File: src/rtl/rrbm_pkg.sv
// Types and constants shared by the cartridge bank mapper modules.
// No dependencies.
`default_nettype none

package rrbm_pkg;

    localparam int OUT_ADDR_W = 21;
    localparam int CFG_IDX_W  = 2;
    localparam int CFG_DATA_W = 5;

    localparam logic [CFG_IDX_W-1:0] CFG_ROM_BITS = 2'd0;
    localparam logic [CFG_IDX_W-1:0] CFG_RAM_BITS = 2'd1;

    localparam logic       OP_READ  = 1'b0;
    localparam logic       OP_WRITE = 1'b1;
    localparam logic [3:0] RAM_ENABLE_KEY = 4'hA;

    localparam logic [1:0] SEL_RAM_ENABLE = 2'd0;
    localparam logic [1:0] SEL_LOW_BANK   = 2'd1;
    localparam logic [1:0] SEL_UPPER_BITS = 2'd2;
    localparam logic [1:0] SEL_MODE       = 2'd3;

    typedef enum logic [1:0] {
        TGT_NONE = 2'd0,
        TGT_ROM  = 2'd1,
        TGT_RAM  = 2'd2,
        TGT_REG  = 2'd3
    } t_target;

    typedef enum logic [2:0] {
        KIND_REG_WRITE,
        KIND_ROM_FIXED,
        KIND_ROM_BANKED,
        KIND_RAM,
        KIND_UNSUPPORTED
    } t_kind;

    typedef struct packed {
        logic        opcode;
        logic [15:0] bus_address;
        logic [7:0]  write_data;
    } t_in_item;

    typedef struct packed {
        logic [1:0]            target;
        logic [OUT_ADDR_W-1:0] physical_address;
        logic                  store_enable;
        logic [7:0]            store_data;
        logic                  unsupported;
    } t_out_item;

    typedef struct packed {
        t_kind       kind;
        logic [1:0]  sel;
        logic        is_write;
        logic [13:0] offset;
        logic [7:0]  data;
    } t_entry;

endpackage

`default_nettype wire

File: src/rtl/rrbm_front.sv
// Front end of the bank mapper: sorts an incoming bus access by region.
// Depends on rrbm_pkg.
`default_nettype none

module rrbm_front (
    input  rrbm_pkg::t_in_item i_item,
    output rrbm_pkg::t_entry   o_entry
);

    always_comb begin
        o_entry.sel      = i_item.bus_address[14:13];
        o_entry.is_write = (i_item.opcode == rrbm_pkg::OP_WRITE);
        o_entry.offset   = i_item.bus_address[13:0];
        o_entry.data     = i_item.write_data;
        if (!i_item.bus_address[15]) begin
            if (i_item.opcode == rrbm_pkg::OP_WRITE) begin
                o_entry.kind = rrbm_pkg::KIND_REG_WRITE;
            end else if (i_item.bus_address[14]) begin
                o_entry.kind = rrbm_pkg::KIND_ROM_BANKED;
            end else begin
                o_entry.kind = rrbm_pkg::KIND_ROM_FIXED;
            end
        end else if (i_item.bus_address[15:13] == 3'b101) begin
            o_entry.kind = rrbm_pkg::KIND_RAM;
        end else begin
            o_entry.kind = rrbm_pkg::KIND_UNSUPPORTED;
        end
    end

endmodule

`default_nettype wire

File: src/rtl/rrbm_queue.sv
// Two-entry queue between the front end and the back end of the bank mapper.
// Depends on rrbm_pkg.
`default_nettype none

module rrbm_queue (
    input  logic             i_clk,
    input  logic             i_rst_n,
    input  logic             i_push,
    input  rrbm_pkg::t_entry i_entry,
    output logic             o_full,
    input  logic             i_pop,
    output logic             o_empty,
    output rrbm_pkg::t_entry o_entry
);

    rrbm_pkg::t_entry r_mem [2];
    logic             r_wr_ptr;
    logic             r_rd_ptr;
    logic [1:0]       r_count;
    logic             n_wr_ptr;
    logic             n_rd_ptr;
    logic [1:0]       n_count;
    logic             w_do_push;
    logic             w_do_pop;

    assign o_full    = (r_count == 2'd2);
    assign o_empty   = (r_count == 2'd0);
    assign w_do_push = i_push && !o_full;
    assign w_do_pop  = i_pop && !o_empty;
    assign o_entry   = r_mem[r_rd_ptr];

    always_comb begin
        n_wr_ptr = w_do_push ? ~r_wr_ptr : r_wr_ptr;
        n_rd_ptr = w_do_pop ? ~r_rd_ptr : r_rd_ptr;
        n_count  = r_count + {1'b0, w_do_push} - {1'b0, w_do_pop};
    end

    always_ff @(posedge i_clk) begin
        if (!i_rst_n) begin
            r_wr_ptr <= 1'b0;
            r_rd_ptr <= 1'b0;
            r_count  <= 2'd0;
        end else begin
            r_wr_ptr <= n_wr_ptr;
            r_rd_ptr <= n_rd_ptr;
            r_count  <= n_count;
        end
    end

    always_ff @(posedge i_clk) begin
        if (w_do_push) begin
            r_mem[r_wr_ptr] <= i_entry;
        end
    end

endmodule

`default_nettype wire

File: src/rtl/rrbm_back.sv
// Back end of the bank mapper: holds the mapper and size registers, updates
// them in order and produces translated results. Depends on rrbm_pkg.
`default_nettype none

module rrbm_back #(
    parameter int ROM_ADDR_WIDTH = 21,
    parameter int RAM_ADDR_WIDTH = 15
) (
    input  logic                          i_clk,
    input  logic                          i_rst_n,
    input  logic                          i_cfg_valid,
    output logic                          o_cfg_ready,
    input  logic [rrbm_pkg::CFG_IDX_W-1:0]  i_cfg_index,
    input  logic [rrbm_pkg::CFG_DATA_W-1:0] i_cfg_data,
    input  logic                          i_q_empty,
    input  rrbm_pkg::t_entry              i_q_entry,
    output logic                          o_q_pop,
    output logic                          o_out_valid,
    input  logic                          i_out_pop,
    output rrbm_pkg::t_out_item           o_result
);

    localparam logic [4:0] RomBitsMax = 5'(ROM_ADDR_WIDTH);
    localparam logic [3:0] RamBitsMax = 4'(RAM_ADDR_WIDTH);

    logic [4:0]          r_rom_bits;
    logic [3:0]          r_ram_bits;
    logic                r_ram_en;
    logic [4:0]          r_low_bank;
    logic [1:0]          r_upper;
    logic                r_mode;
    logic                r_out_valid;
    rrbm_pkg::t_out_item r_out;
    rrbm_pkg::t_out_item n_out;

    logic        w_take;
    logic        w_cfg_wr;
    logic [4:0]  w_rom_eff;
    logic [3:0]  w_ram_eff;
    logic [20:0] w_rom_mask;
    logic [14:0] w_ram_mask;
    logic [6:0]  w_bank;
    logic [20:0] w_rom_raw;
    logic [14:0] w_ram_raw;

    assign o_cfg_ready = 1'b1;
    assign w_cfg_wr    = i_cfg_valid && o_cfg_ready;
    assign w_take      = !i_q_empty && (!r_out_valid || i_out_pop);
    assign o_q_pop     = w_take;
    assign o_out_valid = r_out_valid;
    assign o_result    = r_out;

    always_comb begin
        w_rom_eff  = (r_rom_bits > RomBitsMax) ? RomBitsMax : r_rom_bits;
        w_ram_eff  = (r_ram_bits > RamBitsMax) ? RamBitsMax : r_ram_bits;
        w_rom_mask = ~(21'h1FFFFF << w_rom_eff);
        w_ram_mask = ~(15'h7FFF << w_ram_eff);
        w_bank     = r_mode ? {2'b00, r_low_bank} : {r_upper, r_low_bank};
        if (i_q_entry.kind == rrbm_pkg::KIND_ROM_BANKED) begin
            w_rom_raw = {w_bank, i_q_entry.offset};
        end else begin
            w_rom_raw = {7'd0, i_q_entry.offset};
        end
        w_ram_raw = {(r_mode ? r_upper : 2'b00), i_q_entry.offset[12:0]};

        n_out = '0;
        case (i_q_entry.kind)
            rrbm_pkg::KIND_REG_WRITE: begin
                n_out.target = rrbm_pkg::TGT_REG;
            end
            rrbm_pkg::KIND_ROM_FIXED, rrbm_pkg::KIND_ROM_BANKED: begin
                n_out.target           = rrbm_pkg::TGT_ROM;
                n_out.physical_address = w_rom_raw & w_rom_mask;
            end
            rrbm_pkg::KIND_RAM: begin
                if (r_ram_en && (r_ram_bits != 4'd0)) begin
                    n_out.target           = rrbm_pkg::TGT_RAM;
                    n_out.physical_address = {6'd0, w_ram_raw & w_ram_mask};
                    n_out.store_enable     = i_q_entry.is_write;
                    n_out.store_data       = i_q_entry.is_write ? i_q_entry.data : 8'd0;
                end
            end
            default: begin
                n_out.unsupported = 1'b1;
            end
        endcase
    end

    always_ff @(posedge i_clk) begin
        if (!i_rst_n) begin
            r_rom_bits <= 5'd15;
            r_ram_bits <= 4'd0;
        end else if (w_cfg_wr) begin
            if (i_cfg_index == rrbm_pkg::CFG_ROM_BITS) begin
                r_rom_bits <= i_cfg_data;
            end else if (i_cfg_index == rrbm_pkg::CFG_RAM_BITS) begin
                r_ram_bits <= i_cfg_data[3:0];
            end
        end
    end

    always_ff @(posedge i_clk) begin
        if (!i_rst_n) begin
            r_ram_en   <= 1'b0;
            r_low_bank <= 5'd0;
            r_upper    <= 2'd0;
            r_mode     <= 1'b0;
        end else if (w_take && i_q_entry.kind == rrbm_pkg::KIND_REG_WRITE) begin
            case (i_q_entry.sel)
                rrbm_pkg::SEL_RAM_ENABLE: begin
                    r_ram_en <= (i_q_entry.data[3:0] == rrbm_pkg::RAM_ENABLE_KEY);
                end
                rrbm_pkg::SEL_LOW_BANK: begin
                    r_low_bank <= i_q_entry.data[4:0];
                end
                rrbm_pkg::SEL_UPPER_BITS: begin
                    r_upper <= i_q_entry.data[1:0];
                end
                default: begin
                    r_mode <= i_q_entry.data[0];
                end
            endcase
        end
    end

    always_ff @(posedge i_clk) begin
        if (!i_rst_n) begin
            r_out_valid <= 1'b0;
        end else if (w_take) begin
            r_out_valid <= 1'b1;
        end else if (i_out_pop) begin
            r_out_valid <= 1'b0;
        end
    end

    always_ff @(posedge i_clk) begin
        if (w_take) begin
            r_out <= n_out;
        end
    end

    a_store_only_ram: assert property (@(posedge i_clk) disable iff (!i_rst_n)
        r_out_valid && r_out.store_enable |-> r_out.target == rrbm_pkg::TGT_RAM)
        else $error("store enable set on a result that does not target RAM");

    a_no_addr_without_target: assert property (@(posedge i_clk) disable iff (!i_rst_n)
        r_out_valid && (r_out.target == rrbm_pkg::TGT_NONE
                        || r_out.target == rrbm_pkg::TGT_REG)
        |-> r_out.physical_address == '0)
        else $error("address set on a result with no memory target");

    a_mode_update: assert property (@(posedge i_clk) disable iff (!i_rst_n)
        w_take && i_q_entry.kind == rrbm_pkg::KIND_REG_WRITE
        && i_q_entry.sel == rrbm_pkg::SEL_MODE |=> r_mode == $past(i_q_entry.data[0]))
        else $error("banking mode not updated by a mode register write");

    a_no_take_while_blocked: assert property (@(posedge i_clk) disable iff (!i_rst_n)
        r_out_valid && !i_out_pop |-> !o_q_pop)
        else $error("queue entry consumed while the result slot is occupied");

endmodule

`default_nettype wire

File: src/rtl/rom_ram_bank_mapper_two_mode_unit.sv
// Top level of the cartridge bank mapper.
// Depends on rrbm_pkg, rrbm_front, rrbm_queue and rrbm_back.
//
// Usage: bus accesses enter through a queue-style port; a transaction is
// taken on a clock edge with i_push high and o_full low. Each access gives
// exactly one result, presented while o_empty is low and taken on an edge
// with i_pop high. Results leave in the order the accesses came in.
// The front end sorts each access by region and writes it into a two-entry
// queue; the back end applies mapper register writes in order and computes
// the wrapped ROM or RAM byte address into a result register.
// Each access passes through the queue into the result register. Throughput is one
// transaction per cycle while the receiver pops every result; the back end takes a
// queued entry whenever the result register is empty or being popped in the same
// cycle. When the receiver stalls, the result register holds, the queue fills and
// o_full rises after two more transactions. The size registers are written through
// the cfg port (index 0 ROM size, index 1 RAM size), ready at all times; the user
// must write them only while no transaction is in flight, as the block does not
// enforce this. Synchronous reset empties the queue and result register, disables
// RAM, clears the bank and mode registers and sets a 32 KiB ROM with no RAM.
`default_nettype none

module rom_ram_bank_mapper_two_mode_unit #(
    parameter int ROM_ADDR_WIDTH = 21,
    parameter int RAM_ADDR_WIDTH = 15
) (
    input  logic                            i_clk,
    input  logic                            i_rst_n,
    input  logic                            i_push,
    output logic                            o_full,
    input  rrbm_pkg::t_in_item              i_item,
    output logic                            o_empty,
    input  logic                            i_pop,
    output rrbm_pkg::t_out_item             o_result,
    input  logic                            i_cfg_valid,
    output logic                            o_cfg_ready,
    input  logic [rrbm_pkg::CFG_IDX_W-1:0]  i_cfg_index,
    input  logic [rrbm_pkg::CFG_DATA_W-1:0] i_cfg_data
);

    rrbm_pkg::t_entry w_front_entry;
    rrbm_pkg::t_entry w_head_entry;
    logic             w_q_empty;
    logic             w_q_pop;
    logic             w_out_valid;

    rrbm_front u_front (
        .i_item  (i_item),
        .o_entry (w_front_entry)
    );

    rrbm_queue u_queue (
        .i_clk   (i_clk),
        .i_rst_n (i_rst_n),
        .i_push  (i_push),
        .i_entry (w_front_entry),
        .o_full  (o_full),
        .i_pop   (w_q_pop),
        .o_empty (w_q_empty),
        .o_entry (w_head_entry)
    );

    rrbm_back #(
        .ROM_ADDR_WIDTH (ROM_ADDR_WIDTH),
        .RAM_ADDR_WIDTH (RAM_ADDR_WIDTH)
    ) u_back (
        .i_clk       (i_clk),
        .i_rst_n     (i_rst_n),
        .i_cfg_valid (i_cfg_valid),
        .o_cfg_ready (o_cfg_ready),
        .i_cfg_index (i_cfg_index),
        .i_cfg_data  (i_cfg_data),
        .i_q_empty   (w_q_empty),
        .i_q_entry   (w_head_entry),
        .o_q_pop     (w_q_pop),
        .o_out_valid (w_out_valid),
        .i_out_pop   (i_pop),
        .o_result    (o_result)
    );

    assign o_empty = !w_out_valid;

endmodule

`default_nettype wire

File: config.mk
export PLATFORM = sky130hd
export DESIGN_NAME = rom_ram_bank_mapper_two_mode_unit
export DESIGN_NICKNAME = d
export VERILOG_FILES = /design/src/rtl/rrbm_pkg.sv /design/src/rtl/rrbm_front.sv /design/src/rtl/rrbm_queue.sv /design/src/rtl/rrbm_back.sv /design/src/rtl/rom_ram_bank_mapper_two_mode_unit.sv
export SDC_FILE = /design/constraint.sdc
export NUM_CORES = 1
export LEC_CHECK = 0
export BUFFER_PORTS_ARGS = -buffer_cell sky130_fd_sc_hd__buf_4
export CORE_MARGIN = 2
export CORE_UTILIZATION = 57
export DETAILED_ROUTE_END_ITERATION = 7
export GPL_TIMING_DRIVEN = 0
export PLACE_DENSITY = 0.75
export SLEW_MARGIN = 20
export SYNTH_ARGS = -nofsm -noshare
export SYNTH_HDL_FRONTEND = slang
export SYNTH_HIERARCHICAL = 1
export SYNTH_SLANG_ARGS = --single-unit
export TNS_END_PERCENT = 30
File: constraint.sdc
create_clock -name i_clk -period 4.38 [get_ports i_clk]
set_input_delay 0.876 -clock i_clk [delete_from_list [all_inputs] [get_ports i_clk]]
set_output_delay 0.876 -clock i_clk [all_outputs]
set_load 0.005 [all_outputs]
==> run_results.csv <==
group,metric,value,unit
logic_synthesis,ys_ff_latch,113,
sta,slew_viol_final,0,
cts,clock-sinks,113,
global_routing,grtUsageTotal,0.2254,
setup_path,critPathKind,"reg -> reg",
die,die_area,0.009758,mm^2
logic_synthesis,syn-num-nets,420,
placed_design,dp_hpwl,6.926,mm
cts,cts_tree,"yes",
die,num_rows,34,
final_layout,antenna_cells,0,
setup_path,worst-path-max-fanout,10,
setup_path,timing.critical_path.buf_inv,3,
die,start_util,0.5872,
placed_design,dpl.cell_count,541,
drt,drc_errors,0,
logic_synthesis,synth_area,0.005121,mm^2
logic_synthesis,yosys.area.top_type_share,0.5219,
final_layout,finalInstanceArea,0.006215,mm^2
setup_path,cp_cell_sequence,"buf_6 > buf_12 > mux2_4 > buf_2 > xnor2_1 > nor3_1 > o311a_1",
power,p_sw_frac,0.2941,
logic_synthesis,synthTopCellsByArea,"edfxtp_1 52%, dfxtp_1 9.4%, mux2_4 5.9%",
global_routing,grt_overflow_total,0,
sta,setup_violations,0,
sta,hold_viol,0,
logic_synthesis,synth_edf_count,89,
setup_path,crit_family,"XOR/XNOR gates",
global_routing,grt_max_degree,29,
sta,slew-limit-headroom,0.3052,
die,core_area,0.008721,mm^2
global_routing,grt_pass1_vias,3207,
setup_path,slowest_stage,"xnor2_1",
sta,rsz0062_at_grt,"no",
power,pwr-share-clk,0.297,
setup_path,cp.arrival,2.97,ns
final_layout,area_growth,21.35,%
power,powerDensity,647.1,mW/mm^2
flow_run,drv_cap,0,
logic_synthesis,yosysTopAreaCell,"edfxtp_1",
sta,final.setup.tns,0,ns
placed_design,port_buffers,50,
sta,finalCriticalPeriod,2.729,ns
logic_synthesis,synthCells,381,
cts,post_cts_buffers,0,
final_layout,stdcell_count,573,
power,power.leakage,2.366,nW
setup_path,cpPeakStageDelay,0.68,ns
logic_synthesis,ys_types,61,
placed_design,placed_area,0.005695,mm^2
setup_path,startpoint_type,"flip-flop",
cts,insertion_delay,0.50,ns
global_routing,grt_pass1_wl,16.77,mm
die,dieWidth,98.79,um
placed_design,globalplace.congestion,0.8667,
power,switchingPower,1.183,mW
global_routing,antenna_found_initial,0,
power,seqPwrFrac,0.393,
logic_synthesis,synth_ff_type,"edfxtp_1",
drt,drt_iter0_drc,321,
sta,setup_ws,1.651,ns
cts,cts.clk_slew.worst_paths,0.06,ns
power,internal_power,2.839,mW
sta,fin_skew,0.01033,ns
drt,drtPass1Iterations,5,
sta,fin_crit_sh,0.6230,
drt,viasPerCell,5.878,
final_layout,drive_above_1_share,0.3204,
logic_synthesis,yosys_warnings,6,
logic_synthesis,async_flop_share,0,
cts,cts_resized,0,
power,ir_drop,0.3169,mV
logic_synthesis,seq_area_frac_synth,0.6157,
die,fp.dieH,98.79,um
drt,wl_per_cell,18.51,um
logic_synthesis,synth_area_per_cell,13.44,um^2
cts,cts_root_buf,"clkbuf_8",
run_status,status,"complete, no violations",
cts,cts_buffer_depth,2,
sta,worst_slew_pin_slew,1.040,ns
final_layout,nNetsFinal,491,
setup_path,endpoint_kind,"flip-flop",
drt,final_antenna_net_count,0,
power,power_frac_comb,0.310,
setup_path,cp_data_required_time,4.62,ns
drt,num_vias,3368,
placed_design,pre_cts_ws,1.324,ns
drt,routed_wl,10.61,mm
die,io_pins,73,
cts,htree_levels,4,
worst_hold_path,hold_class,"reg -> reg",
cts,hold_buffers,0,
sta,fmax,0.3665,GHz
cts,cts_buffers,17,
metal layers:
metal,GRT usage,wire (um),vias to the layer above
met4,0.07903,131,0
met5,0,0,-
li1,-,-,1573
met1,0.3012,4498,1626
met2,0.3617,5215,156
met3,0.05674,763,13
logic make-up (layout without fill, tap and decap cells):
| family | Yosys count | after routing | share of synthesized area |
|---|---|---|---|
| DFF | 113 | 113 | 0.6157 |
| and+or+nand+nor | 101 | 101 | 0.1158 |
| AOI/OAI and AO/OA | 64 | 64 | 0.08894 |
| buffers and inverters | 57 | 141 | 0.06938 |
| muxes | 39 | 39 | 0.09773 |
| xor gates and xnor gates | 4 | 4 | 0.006842 |
| adders and majority gates | 2 | 2 | 0.004886 |
| other | 1 | 1 | 0.0007323 |
tightest hold or removal path: stages, from the launching register on:
cell and delay [ns]:
dfxtp_1 0.30, o31ai_1 0.06, a21oi_1 0.06
sequential cells by signal (all words and copies together), names as in the netlist, named ones only:
register / flops
u_back/r_mode: 1
u_back/r_ram_bits: 4
u_back/r_rom_bits: 5
u_back/o_out_valid: 1
u_back/o_result: 33
u_queue/r_count: 2
u_back/r_low_bank: 5
u_back/r_upper: 2
u_queue/r_wr_ptr: 1
u_back/r_ram_en: 1
u_queue/r_mem: 56
u_queue/r_rd_ptr: 1
through the flow:
| step | power (mW) | util | hold slack [ns] |
|---|---|---|---|
| after floorplan | 2.330 | - | 0.4435 |
| final | 4.021 | 0.7126 | 0.4646 |
| after CTS | 4.047 | 0.7126 | 0.4650 |
| after global routing | 4.211 | 0.7126 | 0.4883 |
| after detailed placement | 2.835 | 0.6531 | 0.4574 |
| after global placement | 2.753 | 0.6458 | 0.4548 |
Yosys cell counts, types with 4 or more instances:
| library cell | number |
|---|---|
| nand2b_1 | 4 |
| nor2_1 | 19 |
| mux2i_1 | 11 |
| clkbuf_1 | 15 |
| a211oi_1 | 4 |
| and2_1 | 12 |
| inv_1 | 9 |
| o211a_1 | 5 |
| mux2_2 | 8 |
| and3_1 | 5 |
| a21oi_1 | 17 |
| o31ai_1 | 8 |
| dfxtp_1 | 24 |
| mux2_4 | 20 |
| buf_4 | 26 |
| o22ai_1 | 4 |
| o21ai_0 | 4 |
| edfxtp_1 | 89 |
| nand2_1 | 17 |
| nand4_1 | 8 |
| nor3_1 | 5 |
area by class of cell:
type / instances / area (um^2)
Clock inverter: 12 / 93.84
Sequential cell: 113 / 3153
Fill cell: 589 / 2506
Inverter: 9 / 33.78
Timing Repair Buffer: 52 / 422.9
Multi-Input combinational cell: 211 / 1629
Buffer: 48 / 321.6
Tap cell: 108 / 135.1
Clock buffer: 20 / 425.4
path summary, 6_finish.rpt:
kind	cells past startpoint	end	slack (ns)	start
worst max register to register	7	u_back/o_result[12]	1.65	flip-flop
worst min register to register	2	u_back/r_low_bank[2]	0.46	u_back/r_low_bank[2]
worst min-delay path	2	u_back/r_low_bank[2]	0.46	u_back/r_low_bank[2]
worst max-delay path	7	u_back/o_result[12]	1.65	flip-flop
cell usage in the layout, fill, tap and decap left out, drive strengths merged, types with 4 or more instances in the layout:
cell,n
nand4,8
clkbuf,35
mux2i,11
inv,9
o211a,5
clkinvlp,4
nor3b,4
a21oi,17
nand2b,4
o31ai,8
o21ai,4
and2,12
a211oi,4
clkinv,7
nor3,5
mux2,28
nand2,17
dfxtp,24
and3,5
nor2,19
edfxtp,89
buf,85
o22ai,4
power groups by stage:
stage,clock [mW],sequential [mW],combinational (mW)
global placement,0,1.61,1.14
detailed placement,0,1.60,1.23
finish,1.19,1.58,1.25
floorplan,0,1.61,0.716
CTS,1.21,1.59,1.25
global route,1.26,1.61,1.34
(Power assumes the default switching activity.)
